File: src/rtl/core/cda_pkg.sv
// Package for the cosine distance accumulator: widths, constants, control types.
// No dependencies.
`timescale 1ns / 1ps
package cda_pkg;
  localparam int ElemBits  = 16;
  localparam int MaxElems  = 4096;
  localparam int CountBits = $clog2(MaxElems + 1);
  localparam int DotBits   = 2 * ElemBits + CountBits - 1;
  localparam int NormBits  = 2 * ElemBits + CountBits - 2;
  localparam int ProdBits  = 2 * NormBits;
  localparam int RootBits  = NormBits;
  localparam int QuoBits   = 15;
  localparam int DistBits  = 16;
  localparam logic [DistBits-1:0] OneQ14 = DistBits'(16384);

  typedef enum logic [2:0] {
    ST_ACCUM, ST_MUL, ST_SQRT, ST_DIV, ST_OUT
  } cda_state_t;

  typedef struct packed {
    logic accum;
    logic clear;
    logic mul_step;
    logic sqrt_init;
    logic sqrt_step;
    logic div_init;
    logic div_step;
    logic load_out;
  } cda_cmd_t;

  typedef struct packed {
    logic mul_done;
    logic sqrt_done;
    logic div_done;
  } cda_status_t;
endpackage

File: src/rtl/core/cosine_distance_accumulator_core.sv
// Top level of the cosine distance accumulator: controller plus datapath.
// Depends on cda_pkg, cda_ctrl, cda_datapath.
//
// Input channel (in_valid/in_ready) takes one pair of Q1.15 elements per beat,
// one beat per cycle while accumulating. The beat with last_element high closes
// the vectors; in_ready then drops while the distance is computed by a
// shift-add multiply, a bitwise square root and a divide, each an iterative
// unit, and the result is then loaded into the output register.
// The result beat (out_valid/out_ready) carries distance (Q2.14), zero_norm and
// too_long; it sits in an output register, so the next vector is accepted while
// it waits. A second result waits in the load cycle for the first to be taken,
// which holds in_ready low. Pairs past MaxElems are dropped and flagged.
// Reset clears all sums, the overflow flag and the pending result; no clearing pass.
`timescale 1ns / 1ps
module cosine_distance_accumulator_core
  import cda_pkg::*;
(
  input  logic                       clk,
  input  logic                       rst,
  input  logic                       in_valid,
  output logic                       in_ready,
  input  logic signed [ElemBits-1:0] element_a,
  input  logic signed [ElemBits-1:0] element_b,
  input  logic                       last_element,
  output logic                       out_valid,
  input  logic                       out_ready,
  output logic [DistBits-1:0]        distance,
  output logic                       zero_norm,
  output logic                       too_long
);
  cda_cmd_t    cmd;
  cda_status_t status;

  cda_ctrl u_ctrl (
    .clk(clk), .rst(rst), .in_valid(in_valid), .in_ready(in_ready),
    .in_last(last_element), .out_valid(out_valid), .out_ready(out_ready),
    .cmd(cmd), .status(status)
  );

  cda_datapath u_dp (
    .clk(clk), .rst(rst), .element_a(element_a), .element_b(element_b),
    .cmd(cmd), .status(status), .distance(distance),
    .zero_norm(zero_norm), .too_long(too_long)
  );
endmodule

File: src/rtl/core/cda_ctrl.sv
// Controller for the cosine distance accumulator: sequences accumulate,
// multiply, square root and divide. Depends on cda_pkg.
`timescale 1ns / 1ps
module cda_ctrl
  import cda_pkg::*;
(
  input  logic        clk,
  input  logic        rst,
  input  logic        in_valid,
  output logic        in_ready,
  input  logic        in_last,
  output logic        out_valid,
  input  logic        out_ready,
  output cda_cmd_t    cmd,
  input  cda_status_t status
);
  cda_state_t state, state_next;
  logic out_full, out_full_next;

  always_ff @(posedge clk) begin
    if (rst) begin
      state <= ST_ACCUM;
      out_full <= 1'b0;
    end else begin
      state <= state_next;
      out_full <= out_full_next;
    end
  end

  assign out_valid = out_full;

  always_comb begin
    state_next = state;
    cmd = '0;
    in_ready = 1'b0;
    out_full_next = out_full && !out_ready;
    case (state)
      ST_ACCUM: begin
        in_ready = 1'b1;
        if (in_valid) begin
          cmd.accum = 1'b1;
          if (in_last) state_next = ST_MUL;
        end
      end
      ST_MUL: begin
        cmd.mul_step = 1'b1;
        if (status.mul_done) begin
          cmd.sqrt_init = 1'b1;
          state_next = ST_SQRT;
        end
      end
      ST_SQRT: begin
        cmd.sqrt_step = 1'b1;
        if (status.sqrt_done) begin
          cmd.div_init = 1'b1;
          state_next = ST_DIV;
        end
      end
      ST_DIV: begin
        cmd.div_step = 1'b1;
        if (status.div_done) state_next = ST_OUT;
      end
      ST_OUT: begin
        if (!out_full || out_ready) begin
          cmd.load_out = 1'b1;
          cmd.clear = 1'b1;
          out_full_next = 1'b1;
          state_next = ST_ACCUM;
        end
      end
      default: state_next = ST_ACCUM;
    endcase
  end

`ifndef NO_ASSERTIONS
  a_ready_only_accum: assert property (@(posedge clk) disable iff (rst)
    in_ready |-> state == ST_ACCUM) else $error("ready outside accumulate");
  a_load_sets_valid: assert property (@(posedge clk) disable iff (rst)
    cmd.load_out |=> out_valid) else $error("load without valid");
  a_last_leaves: assert property (@(posedge clk) disable iff (rst)
    in_valid && in_ready && in_last |=> state == ST_MUL) else $error("last not seen");
`endif
endmodule

File: src/rtl/core/cda_datapath.sv
// Datapath: sums, shift-add product, bitwise square root, restoring divide.
// Depends on cda_pkg.
`timescale 1ns / 1ps
module cda_datapath
  import cda_pkg::*;
(
  input  logic                       clk,
  input  logic                       rst,
  input  logic signed [ElemBits-1:0] element_a,
  input  logic signed [ElemBits-1:0] element_b,
  input  cda_cmd_t                   cmd,
  output cda_status_t                status,
  output logic [DistBits-1:0]        distance,
  output logic                       zero_norm,
  output logic                       too_long
);
  localparam int MulCntBits = $clog2(NormBits + 1);
  localparam int SqCntBits  = $clog2(RootBits + 1);

  logic signed [DotBits-1:0] dot_sum;
  logic [NormBits-1:0] norm_a_sum, norm_b_sum;
  logic [CountBits-1:0] pair_count;
  logic overflow_seen;

  logic signed [2*ElemBits-1:0] pab, paa, pbb;
  assign pab = element_a * element_b;
  assign paa = element_a * element_a;
  assign pbb = element_b * element_b;

  always_ff @(posedge clk) begin
    if (rst || cmd.clear) begin
      dot_sum <= '0;
      norm_a_sum <= '0;
      norm_b_sum <= '0;
      pair_count <= '0;
      overflow_seen <= 1'b0;
    end else if (cmd.accum) begin
      if (pair_count >= CountBits'(MaxElems)) begin
        overflow_seen <= 1'b1;
      end else begin
        dot_sum <= dot_sum + DotBits'(pab);
        norm_a_sum <= norm_a_sum + NormBits'(paa);
        norm_b_sum <= norm_b_sum + NormBits'(pbb);
        pair_count <= pair_count + 1'b1;
      end
    end
  end

  // product P = na * nb, one multiplier bit a cycle
  logic [ProdBits-1:0] prod, mcand;
  logic [NormBits-1:0] mplier;
  logic [MulCntBits-1:0] mcnt;
  logic mul_busy;
  always_ff @(posedge clk) begin
    if (rst) begin
      mul_busy <= 1'b0;
      mcnt <= '0;
    end else if (cmd.mul_step) begin
      if (!mul_busy) begin
        mul_busy <= 1'b1;
        prod <= '0;
        mcand <= ProdBits'(norm_a_sum);
        mplier <= norm_b_sum;
        mcnt <= '0;
      end else if (mcnt != MulCntBits'(NormBits)) begin
        if (mplier[0]) prod <= prod + mcand;
        mcand <= mcand << 1;
        mplier <= mplier >> 1;
        mcnt <= mcnt + 1'b1;
      end else begin
        mul_busy <= 1'b0;
      end
    end
  end
  assign status.mul_done = mul_busy && (mcnt == MulCntBits'(NormBits));

  // restoring square root, two radicand bits per cycle
  logic [ProdBits-1:0] rad;
  logic [RootBits+1:0] rem;
  logic [RootBits-1:0] root;
  logic [SqCntBits-1:0] scnt;
  logic [RootBits+1:0] trial, rem_sh;
  assign rem_sh = {rem[RootBits-1:0], rad[ProdBits-1 -: 2]};
  assign trial = {root, 2'b01};
  always_ff @(posedge clk) begin
    if (cmd.sqrt_init) begin
      rad <= prod;
      rem <= '0;
      root <= '0;
      scnt <= '0;
    end else if (cmd.sqrt_step && scnt != SqCntBits'(RootBits)) begin
      rad <= rad << 2;
      if (rem_sh >= trial) begin
        rem <= rem_sh - trial;
        root <= {root[RootBits-2:0], 1'b1};
      end else begin
        rem <= rem_sh;
        root <= {root[RootBits-2:0], 1'b0};
      end
      scnt <= scnt + 1'b1;
    end
  end
  assign status.sqrt_done = (scnt == SqCntBits'(RootBits));

  // |dot| * 2^15 / s, one quotient bit a cycle
  logic [DotBits-1:0] mag;
  assign mag = dot_sum[DotBits-1] ? DotBits'(-dot_sum) : DotBits'(dot_sum);
  logic [RootBits:0] r;
  logic [QuoBits-1:0] t;
  logic [4:0] dcnt;
  logic big, neg;
  logic [RootBits:0] r2;
  assign r2 = r << 1;
  always_ff @(posedge clk) begin
    if (cmd.div_init) begin
      r <= (RootBits+1)'(mag);
      t <= '0;
      dcnt <= '0;
      neg <= dot_sum[DotBits-1];
      big <= ((RootBits+1)'(mag) >= {1'b0, root});
    end else if (cmd.div_step && dcnt != 5'(QuoBits)) begin
      if (r2 >= {1'b0, root}) begin
        r <= r2 - {1'b0, root};
        t <= {t[QuoBits-2:0], 1'b1};
      end else begin
        r <= r2;
        t <= {t[QuoBits-2:0], 1'b0};
      end
      dcnt <= dcnt + 1'b1;
    end
  end
  assign status.div_done = (dcnt == 5'(QuoBits));

  logic [DistBits-1:0] q;
  logic zn;
  assign q = big ? OneQ14 : DistBits'(({1'b0, t} + 1'b1) >> 1);
  assign zn = (norm_a_sum == '0) || (norm_b_sum == '0);
  always_ff @(posedge clk) begin
    if (cmd.load_out) begin
      zero_norm <= zn;
      too_long <= overflow_seen;
      distance <= zn ? '0 : (neg ? OneQ14 + q : OneQ14 - q);
    end
  end

`ifndef NO_ASSERTIONS
  a_count_bound: assert property (@(posedge clk) disable iff (rst)
    pair_count <= CountBits'(MaxElems)) else $error("count past limit");
  a_clear: assert property (@(posedge clk) disable iff (rst)
    cmd.clear |=> pair_count == '0 && !overflow_seen) else $error("sums not cleared");
  a_dist_range: assert property (@(posedge clk) disable iff (rst)
    $past(cmd.load_out) |-> distance <= 2 * OneQ14) else $error("distance range");
`endif
endmodule
File: config.mk
export PLATFORM = sky130hd
export DESIGN_NAME = cosine_distance_accumulator_core
export DESIGN_NICKNAME = d
export VERILOG_FILES = /design/src/rtl/core/cda_pkg.sv /design/src/rtl/core/cosine_distance_accumulator_core.sv /design/src/rtl/core/cda_ctrl.sv /design/src/rtl/core/cda_datapath.sv
export SDC_FILE = /design/constraint.sdc
export NUM_CORES = 2
export LEC_CHECK = 0
export BUFFER_PORTS_ARGS = -buffer_cell sky130_fd_sc_hd__buf_4
export CORE_UTILIZATION = 38
export CTS_CLUSTER_DIAMETER = 50
export CTS_CLUSTER_SIZE = 28
export DETAILED_ROUTE_END_ITERATION = 8
export SLEW_MARGIN = 10
export SYNTH_ARGS = -nofsm -noshare
export SYNTH_HDL_FRONTEND = slang
export SYNTH_SLANG_ARGS = --single-unit
File: constraint.sdc
create_clock -name clk -period 12.1 [get_ports clk]
set_clock_uncertainty 0.1 [all_clocks]
set_input_delay 0.605 -clock clk [delete_from_list [all_inputs] [get_ports clk]]
set_output_delay 0.605 -clock clk [all_outputs]
set_load 0.05 [all_outputs]
==> results.json <==
{
  "status": "finished, final reports clean",
  "finalHoldViolCount": 0,
  "critical-path-max-stage-delay_ns": 0.61,
  "mappedNetlistArea_sq_um": 70700,
  "netlist_instances": 7823,
  "synth_ff_type": "edfxtp_1",
  "relSlewSlack_pct": 26.2,
  "worstPathArrival_ns": 10.09,
  "post-cts-setup-buffer-count": 0,
  "rows": 157,
  "clk_latency_ns": 0.69,
  "final_cell_mix": "inv_1, nand2_1, fa_1",
  "grtUsageTotal_pct": 19.5,
  "avgSynthCellArea_sq_um": 9.04,
  "grt_max_degree": 130,
  "synthToLayoutAreaGrowth_pct": 7.77,
  "crit_family": "adder cells",
  "synth_nets": 9300,
  "post_drt_wl_per_cell_microns": 17.8,
  "critical_path_class": "in2reg",
  "firstDrtPassIters": 6,
  "drt-vias-per-instance": 5.27,
  "die_w_microns": 433,
  "crit_buf_inv": 6,
  "start_kind": "input pin",
  "synth_cell_types": 90,
  "ios": 57,
  "setup_violations": 0,
  "grt_pass1_vias": 55100,
  "initial_utilization_pct": 38.4,
  "ant_nets": 0,
  "async_flop_share_pct": 0,
  "cp_max_fo": 29,
  "critical_path_required_ns": 12.53,
  "vias": 53800,
  "fin_nets": 9154,
  "die_h_microns": 433,
  "final_common_cell": "inv_1",
  "crit_slowest_cell": "and2_1",
  "crit_top_cell": "fa_1",
  "hp-class": "in2reg",
  "grt_pass1_wl_microns": 296000,
  "cap_violations": 0,
  "ctsLongestPathBuffers": 3,
  "nFillCells": 18200,
  "final_max_slew_viol_count": 0,
  "synth_seq_cells": 631,
  "cts_resized": 0,
  "ctsHoldBuffers": 0,
  "reg2reg_setup_slack_ns": 5.86,
  "overflow": 0,
  "fmax_mhz": 104,
  "end_kind": "flop",
  "root_buffer": "clkbuf_16",
  "cts_tree": "done",
  "clkTransAtPathRegs_ns": 0.07,
  "finalCriticalPeriod_ns": 9.66,
  "globalplace.congestion": 0.898,
  "cts_inserted_buffers": 77,
  "final.period_utilization_pct": 79.8,
  "hpwlAfterDp_microns": 139000,
  "antenna_found_initial": 6,
  "clock-sinks": 631,
  "fp.coreArea_sq_um": 184000,
  "tightest_slew_ns": 1.11,
  "io_buffers": 56,
  "grt_setup_unrepaired": "no",
  "drive_gt1_share_pct": 4.97,
  "ys_seq_area_share_pct": 23.0,
  "drt_drc_violations_left": 0,
  "synth-edff-count": 364,
  "die_area_sq_um": 188000,
  "yosys_warnings": 0,
  "routed_wl_microns": 182000,
  "drtIter0Drc": 3689,
  "timing.setup.tns_ns": 0,
  "cts_htree_levels": 3
}
cell families (layout without fill, tap and decap cells):
group	after synthesis	after routing	share of synthesized area (%)
fa+ha+maj	1440	1440	34.1
buf+inv	1392	1310	7.41
simple gates	2325	2325	15.0
mux	113	113	1.75
xor+xnor	423	423	5.24
compound gates	1499	1499	13.4
other cells	0	4	0
flops	631	631	23.0
flip-flops by register name (all words and copies together), names as in the netlist, 16 cells and up:
signal and count:
u_dp.norm_a_sum 43, u_dp.dot_sum 44, u_dp.mcand 86, u_dp.r 43, u_dp.root 43, u_dp.norm_b_sum 43
u_dp.rem 43, u_dp.rad 86, u_dp.distance 16, u_dp.mplier 43, u_dp.prod 86
path summary, 6_finish.rpt:
path	endpoint	from	cells past startpoint
worst min register to register	u_dp.dcnt[4]	u_dp.dcnt[4]	2
worst max-delay path	u_dp.norm_b_sum[39]	element_b[2]	33
worst max register to register	u_dp.dot_sum[36]	u_dp.dot_sum[15]	20
worst min-delay path	u_dp.mul_busy	rst	2
area by class of cell:
class                           count  area, sq um  share of cell area (%)
Sequential cell                   631        16300                    21.4
Multi-Input combinational cell   5800        49300                    64.7
Timing Repair Buffer               88          673                   0.884
Antenna cell                        4         10.0                  0.0131
Inverter                         1079         4050                    5.32
Clock buffer                       86         2040                    2.68
Clock inverter                     57          752                   0.987
Tap cell                         2464         3080                    4.05
metal layers:
layer	vias up	wire length [microns]	GRT usage, %
met2	1258	82300	31.2
li1	25800	-	-
met4	2	3880	5.06
met3	214	9400	2.44
met1	26600	86000	27.7
met5	-	10	0
cell usage after synthesis, types with 45 or more instances:
master,number,area (sq um)
a21o_1,228,1710
a21oi_1,512,2560
a31oi_1,54,338
and2_1,205,1280
and3_1,48,300
clkbuf_1,299,1120
dfxtp_1,267,5350
edfxtp_1,364,10900
fa_1,815,16300
ha_1,625,7820
inv_1,1068,4010
mux2_2,85,957
nand2_1,1064,3990
nand2b_1,76,475
nand3_1,112,561
nand4_1,86,538
nor2_1,466,1750
nor2b_1,51,319
nor3_1,68,340
o21a_1,65,488
o21ai_0,262,1310
o21bai_1,53,398
o22ai_1,45,282
xnor2_1,269,2360
xor2_1,154,1350
through the flow:
stage	hold WS [ns]	cells	area, sq um	setup WS, ns	util (%)
2_1_floorplan	0.306	7823	70700	2.59	-
3_3_place_gp	0.353	10100	73400	2.01	39.9
3_5_place_dp	0.356	10100	73400	1.87	39.9
4_1_cts	0.0582	10200	76200	2.55	41.4
5_1_grt	0.113	10200	76200	1.87	41.4
6_report	0.110	10200	76200	2.44	41.4
Power is left out: the tool's default activity adds up to more than one toggle a clock period on the data nets, which glitch-free logic cannot reach.
